### src/design/mma_pkg.sv
package mma_pkg;

  // Message length codes; LEN_NONE marks bytes that start no message
  localparam logic [1:0] LEN_NONE  = 2'd0;
  localparam logic [1:0] LEN_ONE   = 2'd1;
  localparam logic [1:0] LEN_TWO   = 2'd2;
  localparam logic [1:0] LEN_THREE = 2'd3;

  // Status high nibbles
  localparam logic [3:0] HI_NOTE_OFF  = 4'h8;
  localparam logic [3:0] HI_NOTE_ON   = 4'h9;
  localparam logic [3:0] HI_PROG_CHG  = 4'hC;
  localparam logic [3:0] HI_CHAN_PRES = 4'hD;
  localparam logic [3:0] HI_SYSTEM    = 4'hF;

  // System status bytes with a length other than one
  localparam logic [7:0] SYS_EXCL     = 8'hF0;
  localparam logic [7:0] SYS_MTC_QF   = 8'hF1;
  localparam logic [7:0] SYS_SONG_POS = 8'hF2;
  localparam logic [7:0] SYS_SONG_SEL = 8'hF3;
  localparam logic [7:0] SYS_UNDEF_F4 = 8'hF4;
  localparam logic [7:0] SYS_UNDEF_F5 = 8'hF5;
  localparam logic [7:0] SYS_EOX      = 8'hF7;

  typedef struct packed {
    logic [1:0] msg_length;
    logic [7:0] status_byte;
    logic [7:0] first_data;
    logic [7:0] second_data;
  } msg_t;

  function automatic logic [1:0] msg_len_of(input logic [7:0] b);
    logic [1:0] len;
    if (!b[7]) begin
      len = LEN_NONE;
    end else if (b[7:4] != HI_SYSTEM) begin
      len = (b[7:4] == HI_PROG_CHG || b[7:4] == HI_CHAN_PRES) ? LEN_TWO : LEN_THREE;
    end else begin
      unique case (b)
        SYS_MTC_QF, SYS_SONG_SEL:                     len = LEN_TWO;
        SYS_SONG_POS:                                 len = LEN_THREE;
        SYS_EXCL, SYS_UNDEF_F4, SYS_UNDEF_F5, SYS_EOX: len = LEN_NONE;
        default:                                      len = LEN_ONE;
      endcase
    end
    return len;
  endfunction

  function automatic logic is_note(input logic [7:0] b);
    return (b[7:4] == HI_NOTE_OFF) || (b[7:4] == HI_NOTE_ON);
  endfunction

endpackage

### src/design/midi_ifs.sv
interface midi_byte_if;
  logic       valid;
  logic       ready;
  logic [7:0] rx_byte;

  modport source (output valid, output rx_byte, input ready);
  modport sink (input valid, input rx_byte, output ready);
endinterface

interface midi_msg_if;
  logic       valid;
  logic       ready;
  logic [1:0] msg_length;
  logic [7:0] status_byte;
  logic [7:0] first_data;
  logic [7:0] second_data;

  modport source (output valid, output msg_length, output status_byte,
                  output first_data, output second_data, input ready);
  modport sink (input valid, input msg_length, input status_byte,
                input first_data, input second_data, output ready);
endinterface

### src/design/mma_out_buf.sv
module mma_out_buf (
  input  logic          clk,
  input  logic          rst,
  input  logic          push,
  input  mma_pkg::msg_t push_msg,
  output logic          full,
  midi_msg_if.source    msg_out
);
  import mma_pkg::*;

  msg_t main_msg;
  msg_t skid_msg;
  logic main_valid;
  logic skid_valid;
  logic pop;

  assign pop  = main_valid && msg_out.ready;
  assign full = skid_valid;

  always_ff @(posedge clk) begin
    if (rst) begin
      main_valid <= 1'b0;
      skid_valid <= 1'b0;
    end else if (skid_valid) begin
      // no push possible while the skid entry is occupied
      if (pop) begin
        skid_valid <= 1'b0;
      end
    end else if (push) begin
      if (!main_valid || pop) begin
        main_valid <= 1'b1;
      end else begin
        skid_valid <= 1'b1;
      end
    end else if (pop) begin
      main_valid <= 1'b0;
    end
  end

  always_ff @(posedge clk) begin
    if (skid_valid) begin
      if (pop) begin
        main_msg <= skid_msg;
      end
    end else if (push) begin
      if (!main_valid || pop) begin
        main_msg <= push_msg;
      end else begin
        skid_msg <= push_msg;
      end
    end
  end

  assign msg_out.valid       = main_valid;
  assign msg_out.msg_length  = main_msg.msg_length;
  assign msg_out.status_byte = main_msg.status_byte;
  assign msg_out.first_data  = main_msg.first_data;
  assign msg_out.second_data = main_msg.second_data;

`ifndef ASSERT_OFF
  a_skid_behind_main: assert property (@(posedge clk) disable iff (rst)
    skid_valid |-> main_valid)
    else $error("skid entry held while output register empty");

  a_no_push_when_full: assert property (@(posedge clk) disable iff (rst)
    skid_valid |-> !push)
    else $error("result pushed into full output buffer");

  a_hold_while_stalled: assert property (@(posedge clk) disable iff (rst)
    (main_valid && !msg_out.ready) |=> (main_valid && $stable(main_msg)))
    else $error("output message changed while receiver stalled");
`endif

endmodule

### src/design/midi_message_assembler.sv
// MIDI message assembler.
// byte_in (sink): one received MIDI byte per transfer, status or data.
// msg_out (source): one complete message per transfer; msg_length gives the
//   number of valid bytes (1..3), unused data bytes read as zero.
// Running status applies only after a completed note-on or note-off; any
// status byte clears it. A status byte during a message aborts it silently.
// Sysex, EOX and the undefined bytes F4 and F5 are dropped.
// Throughput: one byte per cycle while byte_in ready is high. On the transfer
// of its last byte (one-byte messages: the status byte) a message is
// registered into the output register, or into the skid entry if it is busy.
// Results sit in an output register backed by one skid entry, so byte_in
// stays ready while a finished message waits. If the receiver stalls and
// both entries fill, byte_in ready drops until the receiver takes one.
// Reset (synchronous, active high) clears the parser state, running status
// and both output entries.
module midi_message_assembler (
  input  logic       clk,
  input  logic       rst,
  midi_byte_if.sink  byte_in,
  midi_msg_if.source msg_out
);
  import mma_pkg::*;

  logic       reading;
  logic       running;
  logic [1:0] fill_pos;
  logic [7:0] status_reg;
  logic [7:0] data1;
  logic [7:0] data2;

  logic       reading_next;
  logic       running_next;
  logic [1:0] fill_pos_next;
  logic [7:0] status_reg_next;
  logic [7:0] data1_next;
  logic [7:0] data2_next;

  logic       accept;
  logic       buf_full;
  logic       is_status;
  logic [1:0] new_len;
  logic [1:0] cur_len;
  logic [1:0] pos_inc;
  logic       emit;
  msg_t       result;

  assign byte_in.ready = !buf_full;
  assign accept        = byte_in.valid && byte_in.ready;
  assign is_status     = byte_in.rx_byte[7];
  assign new_len       = msg_len_of(byte_in.rx_byte);
  assign cur_len       = msg_len_of(status_reg);
  assign pos_inc       = fill_pos + 2'd1;

  always_comb begin
    reading_next    = reading;
    running_next    = running;
    fill_pos_next   = fill_pos;
    status_reg_next = status_reg;
    data1_next      = data1;
    data2_next      = data2;
    emit            = 1'b0;
    result          = '0;
    if (accept) begin
      if (reading) begin
        if (is_status) begin
          reading_next = 1'b0;
          running_next = 1'b0;
        end else begin
          // fill position is 1 or 2 while reading
          if (fill_pos == LEN_ONE) begin
            data1_next = byte_in.rx_byte;
          end else begin
            data2_next = byte_in.rx_byte;
          end
          fill_pos_next = pos_inc;
          if (pos_inc >= cur_len) begin
            reading_next       = 1'b0;
            running_next       = is_note(status_reg);
            emit               = 1'b1;
            result.msg_length  = pos_inc;
            result.status_byte = status_reg;
            result.first_data  = data1_next;
            result.second_data = (pos_inc == LEN_THREE) ? data2_next : 8'd0;
          end
        end
      end else if (is_status) begin
        running_next = 1'b0;
        if (new_len != LEN_NONE) begin
          status_reg_next = byte_in.rx_byte;
          if (new_len == LEN_ONE) begin
            emit               = 1'b1;
            result.msg_length  = LEN_ONE;
            result.status_byte = byte_in.rx_byte;
          end else begin
            fill_pos_next = LEN_ONE;
            reading_next  = 1'b1;
          end
        end
      end else if (running) begin
        // running status: data byte is the first data after the stored note status
        data1_next    = byte_in.rx_byte;
        fill_pos_next = LEN_TWO;
        reading_next  = 1'b1;
      end
    end
  end

  always_ff @(posedge clk) begin
    if (rst) begin
      reading    <= 1'b0;
      running    <= 1'b0;
      fill_pos   <= LEN_NONE;
      status_reg <= 8'd0;
      data1      <= 8'd0;
      data2      <= 8'd0;
    end else begin
      reading    <= reading_next;
      running    <= running_next;
      fill_pos   <= fill_pos_next;
      status_reg <= status_reg_next;
      data1      <= data1_next;
      data2      <= data2_next;
    end
  end

  mma_out_buf u_out_buf (
    .clk      (clk),
    .rst      (rst),
    .push     (emit),
    .push_msg (result),
    .full     (buf_full),
    .msg_out  (msg_out)
  );

`ifndef ASSERT_OFF
  a_fill_range: assert property (@(posedge clk) disable iff (rst)
    reading |-> (fill_pos == LEN_ONE || fill_pos == LEN_TWO))
    else $error("fill position out of range while reading");

  a_running_is_note: assert property (@(posedge clk) disable iff (rst)
    running |-> is_note(status_reg))
    else $error("running status held without note status");

  a_status_aborts: assert property (@(posedge clk) disable iff (rst)
    (accept && reading && is_status) |=> (!reading && !running))
    else $error("status byte did not abort message");
`endif

endmodule
### src/flat_wrapper.sv
// flat-port wrapper written by rule: the top's interface ports become plain ports
module midi_message_assembler_flat import mma_pkg::*;
  (clk, rst, byte_in_valid, byte_in_rx_byte, byte_in_ready, msg_out_valid, msg_out_msg_length, msg_out_status_byte, msg_out_first_data, msg_out_second_data, msg_out_ready);
  midi_byte_if byte_in_i ();
  midi_msg_if msg_out_i ();
  input  logic clk;
  input  logic rst;
  input wire logic [$bits(byte_in_i.valid)-1:0] byte_in_valid;
  input wire logic [$bits(byte_in_i.rx_byte)-1:0] byte_in_rx_byte;
  output wire logic [$bits(byte_in_i.ready)-1:0] byte_in_ready;
  output wire logic [$bits(msg_out_i.valid)-1:0] msg_out_valid;
  output wire logic [$bits(msg_out_i.msg_length)-1:0] msg_out_msg_length;
  output wire logic [$bits(msg_out_i.status_byte)-1:0] msg_out_status_byte;
  output wire logic [$bits(msg_out_i.first_data)-1:0] msg_out_first_data;
  output wire logic [$bits(msg_out_i.second_data)-1:0] msg_out_second_data;
  input wire logic [$bits(msg_out_i.ready)-1:0] msg_out_ready;
  assign byte_in_i.valid = byte_in_valid;
  assign byte_in_i.rx_byte = byte_in_rx_byte;
  assign byte_in_ready = byte_in_i.ready;
  assign msg_out_valid = msg_out_i.valid;
  assign msg_out_msg_length = msg_out_i.msg_length;
  assign msg_out_status_byte = msg_out_i.status_byte;
  assign msg_out_first_data = msg_out_i.first_data;
  assign msg_out_second_data = msg_out_i.second_data;
  assign msg_out_i.ready = msg_out_ready;
  midi_message_assembler u_core (.clk(clk), .rst(rst), .byte_in(byte_in_i), .msg_out(msg_out_i));
endmodule
### config.mk
export PLATFORM = sky130hd
export DESIGN_NAME = midi_message_assembler_flat
export DESIGN_NICKNAME = d
export VERILOG_FILES = /design/src/design/mma_pkg.sv /design/src/design/midi_ifs.sv /design/src/design/mma_out_buf.sv /design/src/design/midi_message_assembler.sv /design/src/flat_wrapper.sv
export SDC_FILE = /design/constraint.sdc
export NUM_CORES = 1
export LEC_CHECK = 0
export BUFFER_PORTS_ARGS = -buffer_cell sky130_fd_sc_hd__buf_2
export CAP_MARGIN = 5
export CORE_MARGIN = 1
export CORE_UTILIZATION = 45
export DETAILED_ROUTE_END_ITERATION = 12
export MAX_ROUTING_LAYER = met4
export PLACE_DENSITY = 0.66
export REMOVE_ABC_BUFFERS = 1
export SETUP_SLACK_MARGIN = 0.4
export SYNTH_ARGS = -nofsm -noshare
export SYNTH_HDL_FRONTEND = slang
export SYNTH_SLANG_ARGS = --single-unit
### constraint.sdc
create_clock -name clk -period 4.8 [get_ports clk]
set_input_delay 0.24 -clock clk [delete_from_list [all_inputs] [get_ports clk]]
set_output_delay 0.24 -clock clk [all_outputs]
set_load 0.005 [all_outputs]
# ---- Word level (Yosys, flattened, before mapping)
# Index checks and enable logic that the tools add are counted.
dict set report classes {
  addsub 1
  multipliers 0
  div 0
  magnitude_cmp 1
  n_eq_ne 30
  shift 0
  n_mux 58
  n_bitwise 4
  n_reduce_logical 28
}
# op n
set ops {}
lappend ops {{$mux W26} 7}
lappend ops {{$eq A8 B8 Y1 const B} 14}
lappend ops {{$mux W8} 7}
lappend ops {{$mux W10} 3}
lappend ops {{$mux W1} 27}
lappend ops {{$eq A4 B4 Y1 const B} 6}
lappend ops {{$mux W2} 10}
lappend ops {{$reduce_and A3 Y1} 6}
lappend ops {{$mux W16} 1}
lappend ops {{$reduce_bool A2 Y1} 7}
lappend ops {{$pmux W2 S3} 2}
lappend ops {{$mux W9} 1}
lappend ops {{$ne A4 B4 Y1 const B} 2}
lappend ops {{$reduce_or A4 Y1} 2}
lappend ops {{$ne A2 B2 Y1 const B} 3}
lappend ops {{$reduce_and A5 Y1} 1}
lappend ops {{$eq A2 B1 Y1 const B} 2}
lappend ops {{$logic_or A1 B1 Y1} 4}
lappend ops {{$ne A2 B1 Y1 const B} 2}
lappend ops {{$not A1 Y1} 4}
lappend ops {{$reduce_and A4 Y1} 1}
lappend ops {{$reduce_or A2 Y1} 2}
lappend ops {{$reduce_bool A3 Y1} 1}
lappend ops {{$add A2 B1 Y2 const B} 1}
lappend ops {{other kinds (4)} 6}
dict set report totals {
  regBits 82
  latch_bits 0
  ramBits 0
  mem_bits_ro 0
  input_bits 12
  out_inout_bits 28
  word_cells 138
  mem_count 0
}

# ---- Logic depth before layout (Yosys ltp)
# Gate-level depths: netlist of the first run.
dict set report depth {
  word_depth 14
  depth_mapped 9
  ltp_nobuf 8
}

# ---- Cells and area by module
# From an unflattened synthesis of the first run, not the netlist that was laid out.
dict set report hier_totals {
  cells_unflattened 298
  area_unflattened_um2 3727.3
}
# module n_inst cells_each area_per_inst_um2 seq_area_each_um2
set modules_own_cells {}
lappend modules_own_cells {mma_out_buf 1 93 2004.4 1601.5}
lappend modules_own_cells {midi_message_assembler 1 205 1722.9 560.5}

# ---- Worst setup path before layout of the first run
# OpenSTA, ideal clock, no wires.
dict set report synth_timing {
  path_kind {register -> register}
  from {register u_core.fill_pos[0]}
  to {register u_core.u_out_buf.main_msg, in the netlist u_core.u_out_buf.msg_out.first_data[0], enable pin}
  t_arrival_ns 3.071
  required_ns 4.388
  path_slack_ns 1.317
  stages_incl_launch_ff 10
  path_cell_list {dfxtp_1 -> inv_1 -> ha_1 -> inv_1 -> ha_1 -> o21ai_1 -> or3_1 -> o41a_1 -> buf_4 -> o31ai_2}
}
dict set report synth_between {
  elab_chain_len 8
}
# element line
set synth_lines {}
lappend synth_lines {{start, declared} midi_message_assembler.sv:26} ;# logic [1:0] fill_pos;
lappend synth_lines {{start signal, assigned} midi_message_assembler.sv:119} ;# fill_pos <= fill_pos_next;
lappend synth_lines {{$add A2 B1 Y2} midi_message_assembler.sv:52} ;# assign pos_inc = fill_pos + 2'd1;
lappend synth_lines {{$ge A2 B2 Y1} midi_message_assembler.sv:76} ;# if (pos_inc >= cur_len) begin
lappend synth_lines {{$mux W1} midi_message_assembler.sv:76}
lappend synth_lines {{$mux W1} midi_message_assembler.sv:65} ;# if (is_status) begin
lappend synth_lines {{$mux W1} midi_message_assembler.sv:64} ;# if (reading) begin
lappend synth_lines {{$mux W1} midi_message_assembler.sv:63} ;# if (accept) begin
lappend synth_lines {{$reduce_bool A2 Y1 (no source line)} n/a}
lappend synth_lines {{$reduce_and A3 Y1 (no source line)} n/a}
lappend synth_lines {{end signal, assigned} mma_out_buf.sv:43} ;# main_msg <= skid_msg;
lappend synth_lines {{end signal, assigned} mma_out_buf.sv:47} ;# main_msg <= push_msg;
lappend synth_lines {{end, declared} mma_out_buf.sv:11} ;# msg_t main_msg;
# Every way passes these cells.
# A chain may end at the register's enable or synchronous reset.

# ---- Worst setup path after layout of the first run
dict set report layout_timing {
  from {register u_core.fill_pos[0]}
  to {register u_core.u_out_buf.main_msg, in the netlist u_core.u_out_buf.msg_out.first_data[2], enable pin}
}
# Same word-level chain as after synthesis.

==> flow_metrics.tcl, run 1 <==
set metrics [dict create \
    dp_hpwl_um 4740 \
    slew_headroom 0.219 \
    vias_per_cell 5.30 \
    fin_crit_sh 0.669 \
    clock_path_buffers 2 \
    hold_depth 3 \
    drc_errors 0 \
    synth-main-ff-cell "edfxtp_1" \
    cts_tree "yes" \
    final_cell_mix "edfxtp_1, buf_2, mux2i_1, dfxtp_1, nor2_1" \
    clk_pin_slew_worst_paths_ps 80 \
    r2r-start "u_core.fill_pos[0]" \
    area_delta_synth_final_pct 12.1 \
    htreeDepth 3 \
    first_iter_violations 99 \
    grt_usage 0.194 \
    hold_viol_final 0 \
    fmax_ghz 0.312 \
    n_fill_cell 749 \
    path_class "reg2reg" \
    overflow 0 \
    slew_viol_final 0 \
    largest_reg_flops 26 \
    synthArstFlopShare 0 \
    drive_above_1_share 0.207 \
    clkSinkCount 82 \
    rsz0062_at_grt "false" \
    yosysUniqueCellTypes 49 \
    wl_per_cell_um 16.2 \
    worst_r2r_path_depth 9 \
    setup_tns_ps 0 \
    status "finished clean" \
    place.gp.congestion 0.896 \
    cts_resized 0 \
    design_power_total_uw 1390 \
    synth_edf_count 52 \
    hp-start "byte_in_valid" \
    dieArea_mm2 0.00876 \
    start_util 0.462 \
    num_io_pins 40 \
    numCtsBuffers 9 \
    holdBufCountCts 0 \
    grt_max_degree 40 \
    endpoint_kind "flop" \
    clock_tree.root_cell "clkbuf_8" \
    io_buffers 39 \
    top_register "u_core.u_out_buf.skid_msg" \
    core.rowCount 33 \
    synth_area_mm2 0.00377 \
    critPathLaunchType "flop" \
    dieHeight_um 93.6 \
    ys_ff_latch 82 \
    finalCriticalPeriod_ps 3210 \
    yosysTopAreaCellShare 0.414 \
    routed-via-count 2423 \
    syn_avg_cell_area_um2 12.0 \
    cts_setup_buffers 0 \
    die_w_um 93.6 \
    ys_seq_area_frac 0.573 \
    worstMarginPinSlew_ps 1160 \
    skew_ps 8.87 \
    antenna_found_initial 0 \
    postRouteAntennaNets 0 \
    insertion_delay_ps 360 \
    cp_data_arrival_time_ps 3260 \
    finalSetupViolCount 0 \
    ys_warn_count 0 \
    grt_pass1_wl_um 12300 \
    core_area_mm2 0.00818 \
    layout_commonest_cell "edfxtp_1" \
    vdd_drop_max_v 0.000139 \
    synth_top_area_cell "edfxtp_1" \
    nNetsFinal 363 \
    crit_start "u_core.fill_pos[0]" \
    first_global_vias 2422 \
    synth.top_cells.by_area "edfxtp_1, dfxtp_1, mux2i_1" \
    cp_max_fo 19 \
    powerDensity_mw_per_mm2 329 \
    first_pass_iters 4 \
    hold_class "in2reg" \
    cap_violations 0 \
    p_leak_uw 0.00159 \
    drt-total-wl_um 7380 \
    antennaDiodeCount 0 \
    synthCells 314 \
    worstPathRequired_ps 4850 \
]
==> area by class of cell <==
class,count,area [um2],area share
clock inverter,3,63.8,0.0151
inverter,10,37.5,0.00887
sequential,82,2160,0.511
tap,105,131,0.0310
multi-input combinational,202,1480,0.350
timing repair buffer,42,218,0.0514
clock buffer,13,139,0.0328
==> per-stage QoR <==
step                       util  instance area, um2  cells  setup slack [ps]  hold WS [ps]
after global routing      0.518                4230    457              1370           206
after global placement    0.493                4030    441              1690           460
after floorplan               -                3670    294              1330           309
after CTS                 0.518                4230    457              1580           203
final                     0.518                4230    457              1590           201
after detailed placement  0.493                4030    441              1570           470
==> power breakdown <==
group / switching, uW / total (uW) / internal (uW)
Clock: 241 / 534 / 293
Sequential: 8.32 / 760 / 752
Combinational: 61.7 / 97.5 / 35.8
==> final timing paths <==
kind | end | slack, ps
worst max-delay path | u_core.u_out_buf.msg_out.first_data[2] | 1590
worst min-delay path | u_core.u_out_buf.full | 200
worst max register to register | u_core.u_out_buf.msg_out.first_data[2] | 1590
worst min register to register | u_core.data1[7] | 480
==> Yosys cell counts, types with 2 or more instances <==
master / number
edfxtp_1: 52
mux2i_1: 36
dfxtp_1: 30
nor2_1: 29
nand2b_1: 17
nand2_1: 16
a21o_1: 15
o21ai_1: 13
inv_1: 10
clkbuf_1: 9
nor2_4: 8
o21ai_0: 7
a221o_1: 6
buf_2: 6
a21oi_1: 4
and2_1: 4
ha_1: 4
nand3_1: 4
nor2b_1: 4
buf_6: 3
nor3b_2: 3
o21a_1: 3
nor3_1: 2
o22ai_1: 2
o31a_1: 2
o31ai_1: 2
==> worst max-delay path, cell delays in order, from the launching register on <==
cell and delay [ps]:
dfxtp_1 380, inv_1 90, ha_1 370, inv_1 70, ha_1 290, o21ai_1 150, or3_1 350, o41a_1 280
o31ai_4 550, buf_4 360
==> metal layers <==
| metal | vias up | global-route usage | wire (um) |
|---|---|---|---|
| met1 | 1163 | 0.243 | 3320 |
| met5 | - | - | 0 |
| li1 | 1192 | - | - |
| met2 | 59 | 0.299 | 3600 |
| met3 | 9 | 0.0407 | 340 |
| met4 | 0 | 0.0936 | 123 |
==> logic make-up (layout without fill, tap and decap cells) <==
group                      after synthesis  in the layout  synth area share
and+or+nand+nor                        100            100             0.162
muxes                                   36             36            0.0955
buffers and inverters                   30             68            0.0388
DFF                                     82             82             0.573
AOI/OAI and AO/OA                       62             62             0.117
adders and majority gates                4              4            0.0133
Power figures use the tool's default switching activity.
==> inputs of run 2 (changes only) <==
--- a/config.mk
+++ b/config.mk
@@ -11,7 +11,7 @@
 export CORE_UTILIZATION = 45
 export DETAILED_ROUTE_END_ITERATION = 12
 export MAX_ROUTING_LAYER = met4
-export PLACE_DENSITY = 0.66
+export PLACE_DENSITY = 0.68
 export REMOVE_ABC_BUFFERS = 1
 export SETUP_SLACK_MARGIN = 0.4
 export SYNTH_ARGS = -nofsm -noshare
==> constraint.sdc (replaced) <==
create_clock -name clk -period 2.91 [get_ports clk]
set_input_delay 0.1455 -clock clk [delete_from_list [all_inputs] [get_ports clk]]
set_output_delay 0.1455 -clock clk [all_outputs]
set_load 0.005 [all_outputs]
==> flow_metrics.tcl, run 2 (same netlist as run 1, synthesis figures left out) <==
set metrics [dict create \
    path_class "reg2reg" \
    postRouteAntennaNets 0 \
    setup_tns_ps 0 \
    routed-via-count 2515 \
    core.rowCount 33 \
    wl_met3_um 350 \
    skew_ps 13.5 \
    stdcell_area_mm2 0.00451 \
    grt_usage 0.199 \
    cap_violations 0 \
    slew_headroom 0.568 \
    io_buffers 39 \
    seqPwrFrac 0.532 \
    fin_crit_sh 0.874 \
    numCtsBuffers 9 \
    drc_errors 0 \
    largest_reg_flops 26 \
    layout_commonest_cell "edfxtp_1" \
    insertion_delay_ps 360 \
    combPwrFrac 0.084 \
    clkSinkCount 82 \
    slew_viol_final 0 \
    num_io_pins 40 \
    antennaDiodeCount 0 \
    clock_tree.root_cell "clkbuf_8" \
    intPower_uw 1810 \
    switchingPower_uw 554 \
    vdd_drop_max_v 0.000270 \
    dieHeight_um 93.6 \
    wl_met2_um 3750 \
    drive_above_1_share 0.298 \
    hold_class "in2reg" \
    cts_tree "yes" \
    hold_viol_final 0 \
    grt_max_degree 40 \
    p_leak_uw 0.00170 \
    status "finished clean" \
    first_pass_iters 4 \
    dieArea_mm2 0.00876 \
    fmax_ghz 0.393 \
    final_cell_mix "edfxtp_1, buf_2, mux2i_1, nor2_1, dfxtp_1" \
    place.gp.congestion 0.867 \
    holdBufCountCts 0 \
    grt_pass1_wl_um 12400 \
    nNetsFinal 380 \
    clockPowerShare 0.384 \
    worstPathRequired_ps 3000 \
    clk_pin_slew_worst_paths_ps 90 \
    finalCriticalPeriod_ps 2540 \
    top_layer "met4" \
    rsz0062_at_grt "true" \
    cp_max_fo 8 \
    critPathLaunchType "flop" \
    htreeDepth 3 \
    wl_per_cell_um 16.2 \
    start_util 0.462 \
    vias_per_cell 5.31 \
    endpoint_kind "flop" \
    p_sw_frac 0.235 \
    core_area_mm2 0.00818 \
    top_register "u_core.u_out_buf.skid_msg" \
    cp_data_arrival_time_ps 2640 \
    overflow 0 \
    first_iter_violations 122 \
    first_global_vias 2471 \
    finalSetupViolCount 0 \
    worstMarginPinSlew_ps 648 \
    wl_met1_um 3390 \
    antenna_found_initial 0 \
    die_w_um 93.6 \
    dp_hpwl_um 4740 \
    clock_path_buffers 2 \
    drt-total-wl_um 7670 \
    area_delta_synth_final_pct 19.5 \
    powerDensity_mw_per_mm2 523 \
    placed_cell_area_mm2 0.00407 \
]
-- run 2: power groups by stage --
| stage | Combinational (uW) | Clock (uW) | Sequential, uW |
|---|---|---|---|
| floorplan | 100 | 0 | 1280 |
| global placement | 161 | 0 | 1280 |
| detailed placement | 164 | 0 | 1280 |
| CTS | 172 | 918 | 1250 |
| global route | 215 | 967 | 1260 |
| finish | 198 | 906 | 1260 |
-- run 2: cell type report --
| class | count | area (um2) |
|---|---|---|
| multi-input cells | 202 | 1550 |
| well taps | 105 | 131 |
| fillers | 694 | 3660 |
| inverters | 10 | 37.5 |
| clock buffers | 9 | 124 |
| repair buffers | 59 | 403 |
| flip-flops and latches | 82 | 2170 |
| clock inverters | 7 | 92.6 |
-- run 2: worst paths after layout --
check,startpoint,end,slack (ps),cells after the start
worst min-delay path,byte_in_valid,u_core.u_out_buf.full,100,3
worst max-delay path,u_core.fill_pos[0],u_core.u_out_buf.msg_out.first_data[7],370,10
worst max register to register,u_core.fill_pos[0],u_core.u_out_buf.msg_out.first_data[7],370,10
worst min register to register,u_core.data1[7],u_core.data1[7],470,1
-- run 2: routing by layer --
layer | vias up | global-route usage
li1 | 1239 | -
met1 | 1195 | 0.255
met2 | 70 | 0.294
met3 | 11 | 0.0496
met4 | 0 | 0.0962
met5 | - | -
-- run 2: timing repair --
action | 4_1_cts | 5_1_grt
pin swaps | 1 | 10
setup buffers | 2 | 8
setup endpoints to repair | 54 | 56
resized for setup | 5 | 20
gates cloned | 1 | 1
-- run 2: stage by stage --
step | worst slack [ps] | cells | util | hold WS [ps] | total power [uW]
after floorplan | -563 | 294 | - | 215 | 1380
after global placement | 267 | 445 | 0.498 | 459 | 1440
after detailed placement | 180 | 445 | 0.498 | 462 | 1440
after CTS | 417 | 464 | 0.533 | 88.9 | 2340
after global routing | 317 | 474 | 0.552 | 112 | 2440
final | 366 | 474 | 0.552 | 98.0 | 2360
-- run 2: worst max-delay path, cell delays in order, from the launching register on --
cell and delay, ps:
dfxtp_4 360, inv_2 60, ha_4 280, inv_2 40, ha_4 260, o21ai_2 70
or3_1 410, o41a_4 160, o31ai_4 320, buf_6 170, clkbuf_16 150
